## src/rtl/core/color_sensor_frame_classifier_core_assert.svh

```systemverilog
// ----------------------------------------------------------------------------
// Color sensor frame classifier - assertion macros
// Concurrent assertion wrappers; define NO_ASSERTIONS to compile them out.
// ----------------------------------------------------------------------------
`ifndef COLOR_SENSOR_FRAME_CLASSIFIER_CORE_ASSERT_SVH
`define COLOR_SENSOR_FRAME_CLASSIFIER_CORE_ASSERT_SVH

`ifndef NO_ASSERTIONS
// check a property on the rising clock edge, ignored while reset is asserted
`define CSFC_ASSERT(lbl, clk, rst_n, prop, msg) \
	lbl: assert property (@(posedge clk) disable iff (!(rst_n)) (prop)) \
		else $error(msg);
// check a property on every rising clock edge, reset included
`define CSFC_ASSERT_ALWAYS(lbl, clk, prop, msg) \
	lbl: assert property (@(posedge clk) (prop)) else $error(msg);
`else
`define CSFC_ASSERT(lbl, clk, rst_n, prop, msg)
`define CSFC_ASSERT_ALWAYS(lbl, clk, prop, msg)
`endif

`endif

```

## src/rtl/core/csfc_pkg.sv

```systemverilog
// ----------------------------------------------------------------------------
// Color sensor frame classifier - package
// Shared types, frame constants, register indexes and result codes.
// ----------------------------------------------------------------------------
`default_nettype none

package csfc_pkg;

	localparam logic [7:0] SYNC_BYTE = 8'h5A;
	localparam logic [7:0] TYPE_RGB  = 8'h45;

	// frame byte offsets
	localparam logic [2:0] POS_START = 3'd0;
	localparam logic [2:0] POS_TYPE  = 3'd2;
	localparam logic [2:0] POS_RED   = 3'd4;
	localparam logic [2:0] POS_GREEN = 3'd5;
	localparam logic [2:0] POS_BLUE  = 3'd6;
	localparam logic [2:0] POS_CSUM  = 3'd7;

	// configuration register indexes
	localparam logic [1:0] CFG_DIFF_MARGIN = 2'd0;
	localparam logic [1:0] CFG_HIGH_LEVEL  = 2'd1;
	localparam logic [1:0] CFG_GREEN_LEVEL = 2'd2;
	localparam logic [1:0] CFG_BLUE_MARGIN = 2'd3;

	// configuration reset values
	localparam logic [7:0] RST_DIFF_MARGIN = 8'd25;
	localparam logic [7:0] RST_HIGH_LEVEL  = 8'd190;
	localparam logic [7:0] RST_GREEN_LEVEL = 8'd200;
	localparam logic [7:0] RST_BLUE_MARGIN = 8'd30;

	// frame status codes
	localparam logic [1:0] STATUS_OK       = 2'd0;
	localparam logic [1:0] STATUS_BAD_TYPE = 2'd1;
	localparam logic [1:0] STATUS_BAD_CSUM = 2'd2;

	// color class codes
	localparam logic [1:0] CLASS_RED     = 2'd0;
	localparam logic [1:0] CLASS_GREEN   = 2'd1;
	localparam logic [1:0] CLASS_BLUE    = 2'd2;
	localparam logic [1:0] CLASS_UNKNOWN = 2'd3;

	typedef struct packed {
		logic [7:0] diff_margin;
		logic [7:0] high_level;
		logic [7:0] green_level;
		logic [7:0] blue_margin;
	} cfg_t;

	typedef struct packed {
		logic [7:0] red;
		logic [7:0] green;
		logic [7:0] blue;
	} rgb_t;

	typedef struct packed {
		logic       done;
		logic [1:0] status;
	} frame_evt_t;

endpackage

`default_nettype wire

```

## src/rtl/core/csfc_frame.sv

```systemverilog
// ----------------------------------------------------------------------------
// Color sensor frame classifier - frame collector
// Aligns on the sync byte, keeps the running sum and captures type and
// channel bytes; flags frame completion and its status.
// ----------------------------------------------------------------------------
`default_nettype none

module csfc_frame (
	input  wire logic                clk,
	input  wire logic                arst_n,
	input  wire logic                byte_en,
	input  wire logic [7:0]          rx_byte,
	output csfc_pkg::frame_evt_t     evt,
	output csfc_pkg::rgb_t           rgb
);

	logic [2:0] pos_q;
	logic [7:0] sum_q;
	logic [7:0] type_q;
	csfc_pkg::rgb_t rgb_q;

	logic drop;
	logic last;

	// a stray byte where a frame should start is dropped
	assign drop = (pos_q == csfc_pkg::POS_START) && (rx_byte != csfc_pkg::SYNC_BYTE);
	assign last = (pos_q == csfc_pkg::POS_CSUM);

	always_comb begin
		evt.done = byte_en && last;
		if (type_q != csfc_pkg::TYPE_RGB) begin
			evt.status = csfc_pkg::STATUS_BAD_TYPE;
		end else if (sum_q != rx_byte) begin
			evt.status = csfc_pkg::STATUS_BAD_CSUM;
		end else begin
			evt.status = csfc_pkg::STATUS_OK;
		end
	end

	assign rgb = rgb_q;

	always_ff @(posedge clk or negedge arst_n) begin
		if (!arst_n) begin
			pos_q <= 3'd0;
			sum_q <= 8'd0;
		end else if (byte_en && !drop) begin
			if (last) begin
				pos_q <= 3'd0;
				sum_q <= 8'd0;
			end else begin
				pos_q <= pos_q + 3'd1;
				sum_q <= sum_q + rx_byte;
			end
		end
	end

	always_ff @(posedge clk) begin
		if (byte_en && !drop) begin
			case (pos_q)
				csfc_pkg::POS_TYPE:  type_q      <= rx_byte;
				csfc_pkg::POS_RED:   rgb_q.red   <= rx_byte;
				csfc_pkg::POS_GREEN: rgb_q.green <= rx_byte;
				csfc_pkg::POS_BLUE:  rgb_q.blue  <= rx_byte;
				default: ;
			endcase
		end
	end

endmodule

`default_nettype wire

```

## src/rtl/core/csfc_classify.sv

```systemverilog
// ----------------------------------------------------------------------------
// Color sensor frame classifier - color classifier
// Margin and level rules over the three channel bytes, red first.
// ----------------------------------------------------------------------------
`default_nettype none

module csfc_classify (
	input  wire csfc_pkg::rgb_t rgb,
	input  wire csfc_pkg::cfg_t cfg,
	output logic [1:0]          color_class
);

	logic [8:0] r9, g9, b9;
	logic [8:0] r_m, g_m, b_m, r_bm;
	logic       red_hit, green_hit, blue_hit;

	// widen to nine bits so that value plus margin never wraps
	assign r9   = {1'b0, rgb.red};
	assign g9   = {1'b0, rgb.green};
	assign b9   = {1'b0, rgb.blue};
	assign r_m  = r9 + {1'b0, cfg.diff_margin};
	assign g_m  = g9 + {1'b0, cfg.diff_margin};
	assign b_m  = b9 + {1'b0, cfg.diff_margin};
	assign r_bm = r9 + {1'b0, cfg.blue_margin};

	assign red_hit = ((r9 > g_m) && (r9 > b_m)) ||
		((rgb.red > cfg.high_level) && (rgb.green < cfg.high_level) &&
		 (rgb.blue < cfg.high_level));

	assign green_hit = ((g9 > r_m) && (g9 > b_m)) ||
		((rgb.green > cfg.high_level) && (rgb.red < cfg.high_level) &&
		 (rgb.blue < cfg.high_level) && (rgb.green > cfg.green_level));

	assign blue_hit = ((rgb.blue >= rgb.green) && (b9 > r_bm)) ||
		((rgb.blue > cfg.high_level) && (rgb.red < cfg.high_level) &&
		 (rgb.green < cfg.high_level));

	always_comb begin
		if (red_hit) begin
			color_class = csfc_pkg::CLASS_RED;
		end else if (green_hit) begin
			color_class = csfc_pkg::CLASS_GREEN;
		end else if (blue_hit) begin
			color_class = csfc_pkg::CLASS_BLUE;
		end else begin
			color_class = csfc_pkg::CLASS_UNKNOWN;
		end
	end

endmodule

`default_nettype wire

```

## src/rtl/core/color_sensor_frame_classifier_core.sv

```systemverilog
// ----------------------------------------------------------------------------
// Color sensor frame classifier - top level
// Frames the sensor byte stream, checks type and checksum, classifies color.
// ----------------------------------------------------------------------------
// Usage:
//   Input channel (in_valid / in_stall / rx_byte): one received byte per
//   request. Bytes before a 0x5A start byte are dropped silently.
//   Output channel (out_valid / out_stall / result fields): one request per
//   8-byte frame, carrying status, the three channel bytes and the class.
//   The class reads unknown whenever the status is not valid.
//   Configuration: cfg_we writes cfg_data to register cfg_idx
//   (0 diff margin, 1 high level, 2 green level, 3 blue margin).
//   Throughput: one byte per cycle while no stalled result holds the
//   pipeline. A byte is held in the input register, and the frame's last
//   byte then reaches the result register. A stalled result holds the
//   result register; the input register then fills and in_stall rises
//   until the result is taken.
//   Reset: frame alignment, running sum and both pipeline registers clear,
//   configuration returns to 25 / 190 / 200 / 30.
// ----------------------------------------------------------------------------
`default_nettype none

module color_sensor_frame_classifier_core (
	input  wire logic       clk,
	input  wire logic       arst_n,
	input  wire logic       in_valid,
	output logic            in_stall,
	input  wire logic [7:0] rx_byte,
	output logic            out_valid,
	input  wire logic       out_stall,
	output logic [1:0]      frame_status,
	output logic [7:0]      red_level,
	output logic [7:0]      green_level_out,
	output logic [7:0]      blue_level,
	output logic [1:0]      color_class,
	input  wire logic       cfg_we,
	input  wire logic [1:0] cfg_idx,
	input  wire logic [7:0] cfg_data
);

	csfc_pkg::cfg_t       cfg_q;
	logic                 valid_s1;
	logic [7:0]           rx_byte_s1;
	logic                 advance;
	csfc_pkg::frame_evt_t evt;
	csfc_pkg::rgb_t       rgb;
	logic [1:0]           class_raw;

	logic                 out_valid_q;
	logic [1:0]           status_q;
	csfc_pkg::rgb_t       rgb_q;
	logic [1:0]           class_q;

	// configuration registers
	always_ff @(posedge clk or negedge arst_n) begin
		if (!arst_n) begin
			cfg_q.diff_margin <= csfc_pkg::RST_DIFF_MARGIN;
			cfg_q.high_level  <= csfc_pkg::RST_HIGH_LEVEL;
			cfg_q.green_level <= csfc_pkg::RST_GREEN_LEVEL;
			cfg_q.blue_margin <= csfc_pkg::RST_BLUE_MARGIN;
		end else if (cfg_we) begin
			case (cfg_idx)
				csfc_pkg::CFG_DIFF_MARGIN: cfg_q.diff_margin <= cfg_data;
				csfc_pkg::CFG_HIGH_LEVEL:  cfg_q.high_level  <= cfg_data;
				csfc_pkg::CFG_GREEN_LEVEL: cfg_q.green_level <= cfg_data;
				csfc_pkg::CFG_BLUE_MARGIN: cfg_q.blue_margin <= cfg_data;
				default: ;
			endcase
		end
	end

	// advance the pipeline unless a result waits on a stalled receiver
	assign advance  = !out_valid_q || !out_stall;
	assign in_stall = valid_s1 && !advance;

	// input register
	always_ff @(posedge clk or negedge arst_n) begin
		if (!arst_n) begin
			valid_s1 <= 1'b0;
		end else if (advance || !valid_s1) begin
			valid_s1 <= in_valid;
		end
	end

	always_ff @(posedge clk) begin
		if (in_valid && !in_stall) begin
			rx_byte_s1 <= rx_byte;
		end
	end

	csfc_frame u_frame (
		.clk     (clk),
		.arst_n  (arst_n),
		.byte_en (valid_s1 && advance),
		.rx_byte (rx_byte_s1),
		.evt     (evt),
		.rgb     (rgb)
	);

	csfc_classify u_classify (
		.rgb         (rgb),
		.cfg         (cfg_q),
		.color_class (class_raw)
	);

	// result register: load on frame completion, drop once taken
	always_ff @(posedge clk or negedge arst_n) begin
		if (!arst_n) begin
			out_valid_q <= 1'b0;
		end else if (advance) begin
			out_valid_q <= evt.done;
		end
	end

	always_ff @(posedge clk) begin
		if (evt.done) begin
			status_q <= evt.status;
			rgb_q    <= rgb;
			class_q  <= (evt.status == csfc_pkg::STATUS_OK) ? class_raw
				: csfc_pkg::CLASS_UNKNOWN;
		end
	end

	assign out_valid       = out_valid_q;
	assign frame_status    = status_q;
	assign red_level       = rgb_q.red;
	assign green_level_out = rgb_q.green;
	assign blue_level      = rgb_q.blue;
	assign color_class     = class_q;

`include "color_sensor_frame_classifier_core_assert.svh"

	`CSFC_ASSERT(a_done_loads, clk, arst_n, evt.done |=> out_valid_q, "completed frame lost")
	`CSFC_ASSERT(a_bad_unknown, clk, arst_n, (out_valid_q && (status_q != csfc_pkg::STATUS_OK)) |-> (class_q == csfc_pkg::CLASS_UNKNOWN), "bad frame carries a color class")
	`CSFC_ASSERT(a_stall_cause, clk, arst_n, in_stall |-> (out_valid_q && out_stall), "input stalled without a held result")
	`CSFC_ASSERT_ALWAYS(a_status_code, clk, !arst_n || !out_valid_q || (status_q <= csfc_pkg::STATUS_BAD_CSUM), "undefined frame status")

endmodule

`default_nettype wire

```

## config.mk

```make
export PLATFORM = sky130hd
export DESIGN_NAME = color_sensor_frame_classifier_core
export DESIGN_NICKNAME = d
export VERILOG_FILES = /design/src/rtl/core/csfc_pkg.sv /design/src/rtl/core/csfc_frame.sv /design/src/rtl/core/csfc_classify.sv /design/src/rtl/core/color_sensor_frame_classifier_core.sv
export VERILOG_INCLUDE_DIRS = /design/src /design/src/rtl/core
export SDC_FILE = /design/constraint.sdc
export NUM_CORES = 1
export LEC_CHECK = 0
export BUFFER_PORTS_ARGS = -buffer_cell sky130_fd_sc_hd__buf_2
export CAP_MARGIN = 10
export CORE_MARGIN = 1
export CORE_UTILIZATION = 60
export DETAILED_ROUTE_END_ITERATION = 8
export PLACE_DENSITY = 0.83
export SLEW_MARGIN = 10
export SYNTH_ARGS = -nofsm -noshare
export SYNTH_HDL_FRONTEND = slang
export SYNTH_SLANG_ARGS = --single-unit
```

## constraint.sdc

```tcl
create_clock -name clk -period 4.2 [get_ports clk]
set_clock_uncertainty 0.1 [all_clocks]
set_input_delay 0.84 -clock clk [delete_from_list [all_inputs] [get_ports clk]]
set_output_delay 0.84 -clock clk [all_outputs]
set_load 0.005 [all_outputs]
```

==> results.cfg, run 1 <==
[run_status]
status = finished clean

[finish]
fill_cells = 837
ff_latch_area_um2 = 3190
multiInputGateArea_um2 = 3930
layout-drive-gt1-share_pct = 20.2
design.final.nets = 856
area_delta_synth_final_pct = 14.8
diodes = 0

[min_path]
hp-start = u_frame.sum_q[4]
hold_class = reg -> reg

[routing]
metal_1_wl_mm = 7.53
detailroute.via_count = 5594
drt_first_iter_violations = 457
route.met2.wl_mm = 9.13
drt-total-wl_mm = 19.1
drtPass1Iterations = 5
avgViaCountPerCell = 6.44
average_wire_per_standard_cell_um = 22.0
met3RoutedLength_mm = 1.82
top_layer_used = met4
drc_violations_left = 0
ant_nets = 0

[die]
starting_density_of_the_core_pct = 61.3
core_area_um2 = 12000
core_rows = 40
design.die.area_um2 = 12700
floorplan.io_pins = 53
die_span_y_um = 113
die_x_um = 113

[timing]
hold_viol_final = 0
hold-worst-slack_ps = 398
slew_headroom_pct = 25.2
rsz_0062_raised_after_global_routing = no
timing.final.setup_violations = 0
clock.fmax_ghz = 0.257
post-route-period-util_pct = 92.6
worstMarginPinSlew_ps = 1110
finalSetupTns_ps = 0
post-route-worst-setup-slack_ps = 312
number_of_pins_exceeding_their_max_slew_limit_in_the_final_report = 0
post_layout_minimum_cycle_time_ps = 3890

[clocking]
clock-root-buffer = clkbuf_16
cts-resized-gates = 0
numCtsBuffers = 17
clkSinkCount = 113
cts_tree = built
cts_setup_buffers = 0
cts_max_path_buffers = 2
clk_transition_reported_paths_ps = 60
insertion_delay_ps = 430
cts-hold-fix-buffers = 0
cts_max_level = 4

[synth]
synth-edff-count = 68
ys_ff_latch = 113
synth.net_count = 782
cell_taking_the_most_area_after_synthesis = edfxtp_1
synthesis.instances = 634
ys_async_sr_fraction_pct = 39.8
synth_top_flop_cell = edfxtp_1
ys_top_cells_by_count = 120 x ha_1, 68 x edfxtp_1, 49 x inv_1
syn_area_um2 = 7330
synth.distinct_cells = 62
yosysSeqAreaShare_pct = 43.5
synth_warnings = 0
yosys.area.top_type_share_pct = 27.8
synth_area_leaders = edfxtp_1 28%, ha_1 20%, dfrtp_1 9.9%, dfstp_2 5.7%, mux2_2 5.1%
synth.most_common_cell = ha_1
synth.avg_cell_area_um2 = 11.6

[worst_setup_path]
worstSetupStartpointType = flop
worstPathArrival_ps = 3970
crit_required_ps = 4280
rr_startpoint = u_frame.rgb[17]
critical_path_class = reg -> reg
cp_max_fo = 7
setup_crit_start = u_frame.rgb[17]
nature_of_the_critical_path_endpoint = flop

[placed_design]
dp_hpwl_mm = 14.1
portBuffers = 52
detailedPlace.worstSlack_ps = 395
globalplace.congestion = 0.951

[power]
comb_power_share_pct = 39.0
p_switching_uw = 1840
netSwitchingFraction_pct = 36.1
static-leakage-power_uw = 0.00373
power-per-cell-area_nw_per_um2 = 607
peak_ir_drop_on_the_vdd_network_v = 0.000420
seqPwrFrac_pct = 32.0
cell_internal_pwr_uw = 3260
power_frac_clock_pct = 29.0
fin_total_pwr_uw = 5100

[grt]
maximum_number_of_pins_on_one_net_before_global_route_repair = 46
groute.usage.overall_pct = 32.1
first_global_vias = 5801
global_route_total_overflow = 0
grt_pass1_wl_mm = 30.0
antenna_found_initial = 0

[run]
drv_cap = 0
power by group through the flow:
stage / registers (uW) / logic (uW) / clock network (uW)
CTS: 1630 / 1950 / 1490
finish: 1630 / 1990 / 1480
detailed placement: 1650 / 1920 / 0
floorplan: 1570 / 1440 / 0
global route: 1650 / 2220 / 1540
global placement: 1630 / 1800 / 0
flip-flops by register name (all words and copies together), names as in the netlist, 3 cells and up:
| signal | flops |
|---|---|
| u_frame.pos_q | 3 |
| green_level_out | 8 |
| rx_byte_s1 | 8 |
| u_frame.type_q | 8 |
| blue_level | 8 |
| u_frame.sum_q | 8 |
| cfg_q | 32 |
| u_frame.rgb | 24 |
| red_level | 8 |
per-layer routing:
metal | vias to the layer above | track usage [%]
met2 | 290 | 52.6
met5 | - | 0
met1 | 2704 | 39.3
met4 | 0 | 16.7
li1 | 2546 | -
met3 | 54 | 8.32
logic make-up after synthesis:
logic type      synth area share, %
compound gates                 14.0
xor+xnor                       2.99
fa+ha+maj                      22.0
buf+inv                        2.88
flops                          43.5
mux                            5.20
simple gates                   9.45
path summary, 6_finish.rpt:
path / end / slack, ps / cells past startpoint
worst max-delay path: color_class[1] / 310 / 15
max in group asynchronous: cfg_q[30] / 2820 / 1
worst min register to register: u_frame.sum_q[4] / 400 / 2
worst max register to register: color_class[1] / 310 / 15
min in group asynchronous: u_frame.sum_q[0] / 490 / 1
worst min-delay path: u_frame.sum_q[4] / 400 / 2
placed cells by master (no fill, tap or decap), types with 8 or more instances in the layout:
cell type	instances
clkbuf_16	17
nand4_1	18
buf_2	52
o21ai_0	32
dfstp_2	16
ha_1	120
edfxtp_1	68
nor2b_1	11
dfrtp_1	29
nor3_1	8
nand2b_1	10
a21o_1	23
a21oi_1	37
xnor2_1	15
inv_1	49
o21bai_1	9
nor2_1	26
xor2_1	10
mux2_2	33
nand2_1	15
worst max-delay path, cell delays in order (launching register included):
cell,delay (ps)
edfxtp_1,530
ha_1,350
a21o_1,160
a21oi_1,270
o21bai_1,110
a21oi_1,250
o21bai_1,100
a21oi_1,180
xor2_1,200
ha_1,270
nand4_1,100
nor2_1,70
or3_1,290
a21boi_0,240
o2111ai_2,170
a31o_1,240
final cells by class:
cell class,instances,share of cell area [%]
multi-input cells,466,46.7
flip-flops and latches,113,37.9
clock buffers,19,5.26
repair buffers,59,3.72
inverters,51,2.28
well taps,147,2.19
clock inverters,13,1.93
metrics by stage:
| step | cells | util [%] | instance area [um^2] |
|---|---|---|---|
| finish | 868 | 70.3 | 8410 |
| global route | 868 | 70.3 | 8410 |
| CTS | 868 | 70.3 | 8410 |
| detailed placement | 836 | 65.3 | 7810 |
| global placement | 836 | 65.3 | 7810 |
| floorplan | 634 | - | 7330 |
No activity file was read; power rests on OpenSTA's default activity.
==> run 2: changes to the inputs <==
- CELL_PAD_IN_SITES_DETAIL_PLACEMENT: not set -> 0
- CELL_PAD_IN_SITES_GLOBAL_PLACEMENT: not set -> 1
- CORE_UTILIZATION: 60 -> 50
- PLACE_DENSITY: 0.83 -> 0.85
==> run 2 against run 1 <==
  * Maximum frequency is 0.79% higher
  * Global-route usage is 4.7 points lower
  * Sequential cell count stayed put
  * Die area is 20% higher
  * Non-clock buffer count is 5 higher
  * Combinational power hardly changed
  * Worst setup slack better by 31 ps
  * Utilization is 10 points lower
==> results.cfg, run 2 (synthesized netlist as in run 1, its figures left out) <==
[run_status]
status = finished clean

[worst_setup_path]
cp_slowest_cell = or4_1
crit_end = color_class[0]
critical_path_class = reg -> reg
cp.depth = 13
crit_family = compound AO/OA/AOI/OAI gates
reg2reg_setup_slack_ps = 340
nature_of_the_critical_path_endpoint = flop
worstPathArrival_ps = 3930
r2r_end = color_class[0]
worstSetupStartpointType = flop
worstPathBufferInverterCount = 0
setup_crit_start = u_frame.rgb[1]
ff2ff_path_depth = 13
rr_startpoint = u_frame.rgb[1]
timing.critical_path.cells = ha_1 -> a211oi_1 -> o21bai_1 -> a21oi_1 -> o21bai_1 -> a21oi_1 -> xor2_1 -> ha_1 -> nand4_1 -> or4_1 -> o2111ai_2 -> o211ai_1 -> a21o_1
cp_max_fo = 6
crit_required_ps = 4280
critPathMaxStageDelay_ps = 570

[min_path]
timing.hold.worst_path_depth = 2
hold_class = reg -> reg

[timing]
slew_headroom_pct = 19.0
timing.final.setup_violations = 0
hold_viol_final = 0
post_layout_minimum_cycle_time_ps = 3860
hold-worst-slack_ps = 390
number_of_pins_exceeding_their_max_slew_limit_in_the_final_report = 0
finalSetupTns_ps = 0
worstMarginPinSlew_ps = 1210
clock.fmax_ghz = 0.259
rsz_0062_raised_after_global_routing = no
post-route-period-util_pct = 91.8

[placed_design]
globalplace.congestion = 0.916
dp_hpwl_mm = 14.3
portBuffers = 52

[finish]
diodes = 0
fill_cells = 1170
multiInputGateArea_um2 = 3930
ff_latch_area_um2 = 3190
layout-drive-gt1-share_pct = 20.8
mostFrequentLayoutCells = 120 x ha_1, 68 x edfxtp_1, 52 x buf_2, 49 x inv_1, 37 x a21oi_1
final_common_cell = ha_1
design.final.nets = 861
top_register = cfg_q
area_delta_synth_final_pct = 15.4
largest_register_ffs = 32

[die]
floorplan.io_pins = 53
core_area_um2 = 14100
design.die.area_um2 = 15200
starting_density_of_the_core_pct = 52.0
die_span_y_um = 123
die_x_um = 123
core_rows = 43

[clocking]
cts-hold-fix-buffers = 0
cts_tree = built
clkSinkCount = 113
cts-resized-gates = 0
numCtsBuffers = 17
cts_max_path_buffers = 2
cts_setup_buffers = 0
clk_transition_reported_paths_ps = 60
clock-root-buffer = clkbuf_16
cts_max_level = 4
insertion_delay_ps = 430

[power]
power-per-cell-area_nw_per_um2 = 590
static-leakage-power_uw = 0.00375
peak_ir_drop_on_the_vdd_network_v = 0.000455

[grt]
grt_pass1_wl_mm = 29.8
use_met1_pct = 33.9
use_met3_pct = 7.29
global_route_total_overflow = 0
first_global_vias = 5516
groute.usage.overall_pct = 27.4
maximum_number_of_pins_on_one_net_before_global_route_repair = 46
antenna_found_initial = 0
grt-busiest-layer = met2
gr-usage-met2_pct = 43.9

[routing]
detailroute.via_count = 5437
drt_first_iter_violations = 292
drt-total-wl_mm = 18.9
drc_violations_left = 0
ant_nets = 0
drtPass1Iterations = 4
avgViaCountPerCell = 6.00
average_wire_per_standard_cell_um = 20.9

[run]
drv_cap = 0
[run 2: worst register-to-register path, stage by stage (launching register included)]
cell	delay, ps
edfxtp_1	500
ha_1	340
a211oi_1	480
o21bai_1	150
a21oi_1	240
o21bai_1	90
a21oi_1	170
xor2_1	120
ha_1	320
nand4_1	80
or4_1	570
o2111ai_2	130
o211ai_1	130
a21o_1	200
[run 2: metrics by stage]
| stage | utilization [%] | cell area (um^2) | power, uW | worst slack [ps] | cells |
|---|---|---|---|---|---|
| after floorplan | - | 7330 | 3010 | 818 | 634 |
| after global placement | 56.0 | 7890 | 3460 | 532 | 874 |
| after detailed placement | 56.0 | 7890 | 3560 | 432 | 874 |
| after CTS | 60.0 | 8460 | 5000 | 369 | 906 |
| after global routing | 60.0 | 8460 | 5330 | 108 | 906 |
| final | 60.0 | 8460 | 5000 | 343 | 906 |
[run 2: layout make-up]
type	count	area share, %
repair buffers	64	4.14
well taps	180	2.66
multi-input cells	466	46.5
clock inverters	15	1.76
inverters	51	2.26
clock buffers	17	5.03
flip-flops and latches	113	37.7
[run 2: per-layer routing]
layer  share of wire (%)  vias to the layer above
met1                  42                     2623
met5                   0                        -
met4                 3.8                        0
met3                 6.5                       57
met2                  47                      191
li1                    -                     2566
[run 2: power breakdown]
| group | internal, uW | switching, uW | total [uW] |
|---|---|---|---|
| Sequential | 1430 | 183 | 1610 |
| Clock | 830 | 586 | 1420 |
| Combinational | 877 | 1090 | 1960 |
| Total | 3140 | 1860 | 5000 |
[run 2: worst min path at each step]
stage	start	endpoint	slack [ps]
3_3_place_gp	u_frame.sum_q[2]	u_frame.sum_q[2]	360
5_1_grt	cfg_q[9]	cfg_q[9]	420
2_1_floorplan	u_frame.sum_q[2]	u_frame.sum_q[2]	350
4_1_cts	u_frame.sum_q[0]	u_frame.sum_q[0]	390
3_5_place_dp	u_frame.sum_q[0]	u_frame.sum_q[0]	380
6_report	u_frame.sum_q[0]	u_frame.sum_q[0]	390
==> run 3: changes to the inputs <==
- ABC_AREA: not set -> 1
- CORE_UTILIZATION: 50 -> 48
- GPL_TIMING_DRIVEN: not set -> 0
- SYNTH_HIERARCHICAL: not set -> 1
==> run 3 against run 2 <==
  * Combinational power fell by 18%
  * Die area rose by 9.6%
  * Count of clock-buffer cells in the layout did not move
  * Largest power group unchanged
  * Sequential share of layout area fell by 1.7 points
  * Critical path depth rose by 8
  * Hold slack got worse by 29 ps
  * Sequential cell count did not move
  * Clock power rose by 5%
==> results.cfg, run 3 <==
[worst_setup_path]
rr_startpoint = u_frame/rgb[17]
worstPathArrival_ps = 3680
timing.critical_path.cells = inv_1 -> fa_1 -> inv_1 -> a31oi_1 -> xor2_1 -> ha_1 -> nand2_1 -> nor2_1 -> nand2_1 -> nand3_1 -> nand2_1 -> nand2_1 -> nand2_1 -> nand2_1 -> nand3_1 -> nor2_1 -> nand3_2 -> nand2_1 -> nor2_1 -> inv_1 -> nand2_1
worst_path_most_repeated_cell = nand2_1
reg2reg_setup_slack_ps = 600
critPathMaxStageDelay_ps = 670
cp_slowest_cell = edfxtp_1
nature_of_the_critical_path_endpoint = flop
r2r_end = color_class[1]
critical_path_class = reg -> reg
cp_max_fo = 7
worstSetupStartpointType = flop
crit_required_ps = 4280
ff2ff_path_depth = 21

[synth]
cell_taking_the_most_area_after_synthesis = edfxtp_1
synth.avg_cell_area_um2 = 9.33
synth.distinct_cells = 43
synth.net_count = 976
synth_warnings = 6
synth.most_common_cell = nand2_1
synth-edff-count = 68
ys_ff_latch = 113
ys_top_cells_by_count = 210 x nand2_1, 120 x ha_1, 112 x inv_1
ys_async_sr_fraction_pct = 39.8
synth_area_leaders = edfxtp_1 26%, ha_1 19%, nand2_1 10%, dfrtp_1 9.4%, dfstp_2 5.4%
yosysSeqAreaShare_pct = 41.3
yosys.area.top_type_share_pct = 26.4
synth_top_flop_cell = edfxtp_1
syn_area_um2 = 7730
synthesis.instances = 828

[finish]
top_register = cfg_q
design.final.nets = 1046
diodes = 0
area_delta_synth_final_pct = 14.7
mostFrequentLayoutCells = 210 x nand2_1, 120 x ha_1, 112 x inv_1, 68 x edfxtp_1, 51 x buf_2
final_common_cell = nand2_1
layout-drive-gt1-share_pct = 14.3
largest_register_ffs = 32
fill_cells = 1432

[min_path]
hold-path-endpoint = cfg_q[18]
timing.hold.worst_path_depth = 2
hold_class = reg -> reg
hp-start = cfg_q[18]

[die]
core_rows = 46
starting_density_of_the_core_pct = 48.8
die_span_y_um = 129
die_x_um = 129
floorplan.io_pins = 53
core_area_um2 = 15800
design.die.area_um2 = 16600

[clocking]
cts_max_level = 4
clkSinkCount = 113
cts_max_path_buffers = 2
cts-resized-gates = 0
cts_setup_buffers = 0
cts_tree = built
insertion_delay_ps = 420
cts-hold-fix-buffers = 0
clk_transition_reported_paths_ps = 60
numCtsBuffers = 17
clock-root-buffer = clkbuf_16

[grt]
antenna_found_initial = 0
maximum_number_of_pins_on_one_net_before_global_route_repair = 46
groute.usage.overall_pct = 23.3
first_global_vias = 5287
grt_pass1_wl_mm = 28.2
global_route_total_overflow = 0

[routing]
drt-total-wl_mm = 18.0
drtPass1Iterations = 5
drt_first_iter_violations = 476
ant_nets = 0
drc_violations_left = 0
avgViaCountPerCell = 5.15
average_wire_per_standard_cell_um = 16.0
detailroute.via_count = 5802

[power]
peak_ir_drop_on_the_vdd_network_v = 0.000304
static-leakage-power_uw = 0.00436
power-per-cell-area_nw_per_um2 = 522

[timing]
hold_viol_final = 0
post-route-worst-setup-slack_ps = 599
post_layout_minimum_cycle_time_ps = 3600
post-route-period-util_pct = 85.7
finalSetupTns_ps = 0
rsz_0062_raised_after_global_routing = no
number_of_pins_exceeding_their_max_slew_limit_in_the_final_report = 0
timing.final.setup_violations = 0
slew_headroom_pct = 25.8
clock.fmax_ghz = 0.278
worstMarginPinSlew_ps = 1110

[run]
drv_cap = 0

[run_status]
status = finished clean

[placed_design]
portBuffers = 51
dp_hpwl_mm = 13.4
detailedPlace.worstSlack_ps = 545
globalplace.congestion = 0.842
run 3: power breakdown:
group / leakage [uW] / internal, uW / switching (uW)
combinational: 0.00292 / 651 / 946
sequential: 0.00114 / 1380 / 165
clock: 0.000301 / 906 / 583
run 3: worst max-delay path: cells and delay by family, from the launching register on:
family	cells	cell delay, ps
fa+ha+maj	2	800
compound gates	1	100
buf+inv	3	380
xor+xnor	1	160
flops	1	670
simple gates	14	1150
run 3: final cells by class:
class	count	area [um^2]	share of cell area, %
Tap cell	216	270	3.05
Buffer	9	93.8	1.06
Clock inverter	15	188	2.12
Multi-Input combinational cell	592	3990	45.0
Sequential cell	113	3190	36.0
Inverter	114	455	5.14
Clock buffer	17	425	4.80
Timing Repair Buffer	51	255	2.88
run 3: routing by layer:
layer | GRT usage [%] | up-vias | part of all wire [%]
met4 | 5.61 | 0 | 0.91
li1 | - | 2978 | -
met3 | 5.07 | 13 | 4.6
met5 | 0 | - | 0
met2 | 37.2 | 140 | 46
met1 | 32.3 | 2671 | 48
run 3: cell families after synthesis:
kind of cell | count (synthesis) | share of synthesized area, %
and+or+nand+nor | 351 | 21.4
adders and majority gates | 125 | 20.7
buffers and inverters | 123 | 7.11
DFF | 113 | 41.3
AOI/OAI and AO/OA | 90 | 6.61
xor gates and xnor gates | 26 | 2.95
run 3: worst max path at each step:
stage	from	endpoint
after floorplan	cfg_q[24]	color_class[0]
after global routing	u_frame/rgb[17]	color_class[1]
after global placement	u_frame/rgb[17]	color_class[1]
final	u_frame/rgb[17]	color_class[1]
after CTS	u_frame/rgb[17]	color_class[1]
after detailed placement	u_frame/rgb[17]	color_class[1]
run 3: stage by stage:
stage / hold WS, ps / utilization [%] / instances / instance area, um^2 / power (uW)
finish: 361 / 56.0 / 1127 / 8870 / 4630
global route: 376 / 56.0 / 1127 / 8870 / 4980
CTS: 363 / 56.0 / 1127 / 8870 / 4650
detailed placement: 354 / 52.1 / 1095 / 8250 / 3140
global placement: 352 / 52.1 / 1095 / 8250 / 3110
floorplan: 342 / - / 828 / 7730 / 2740
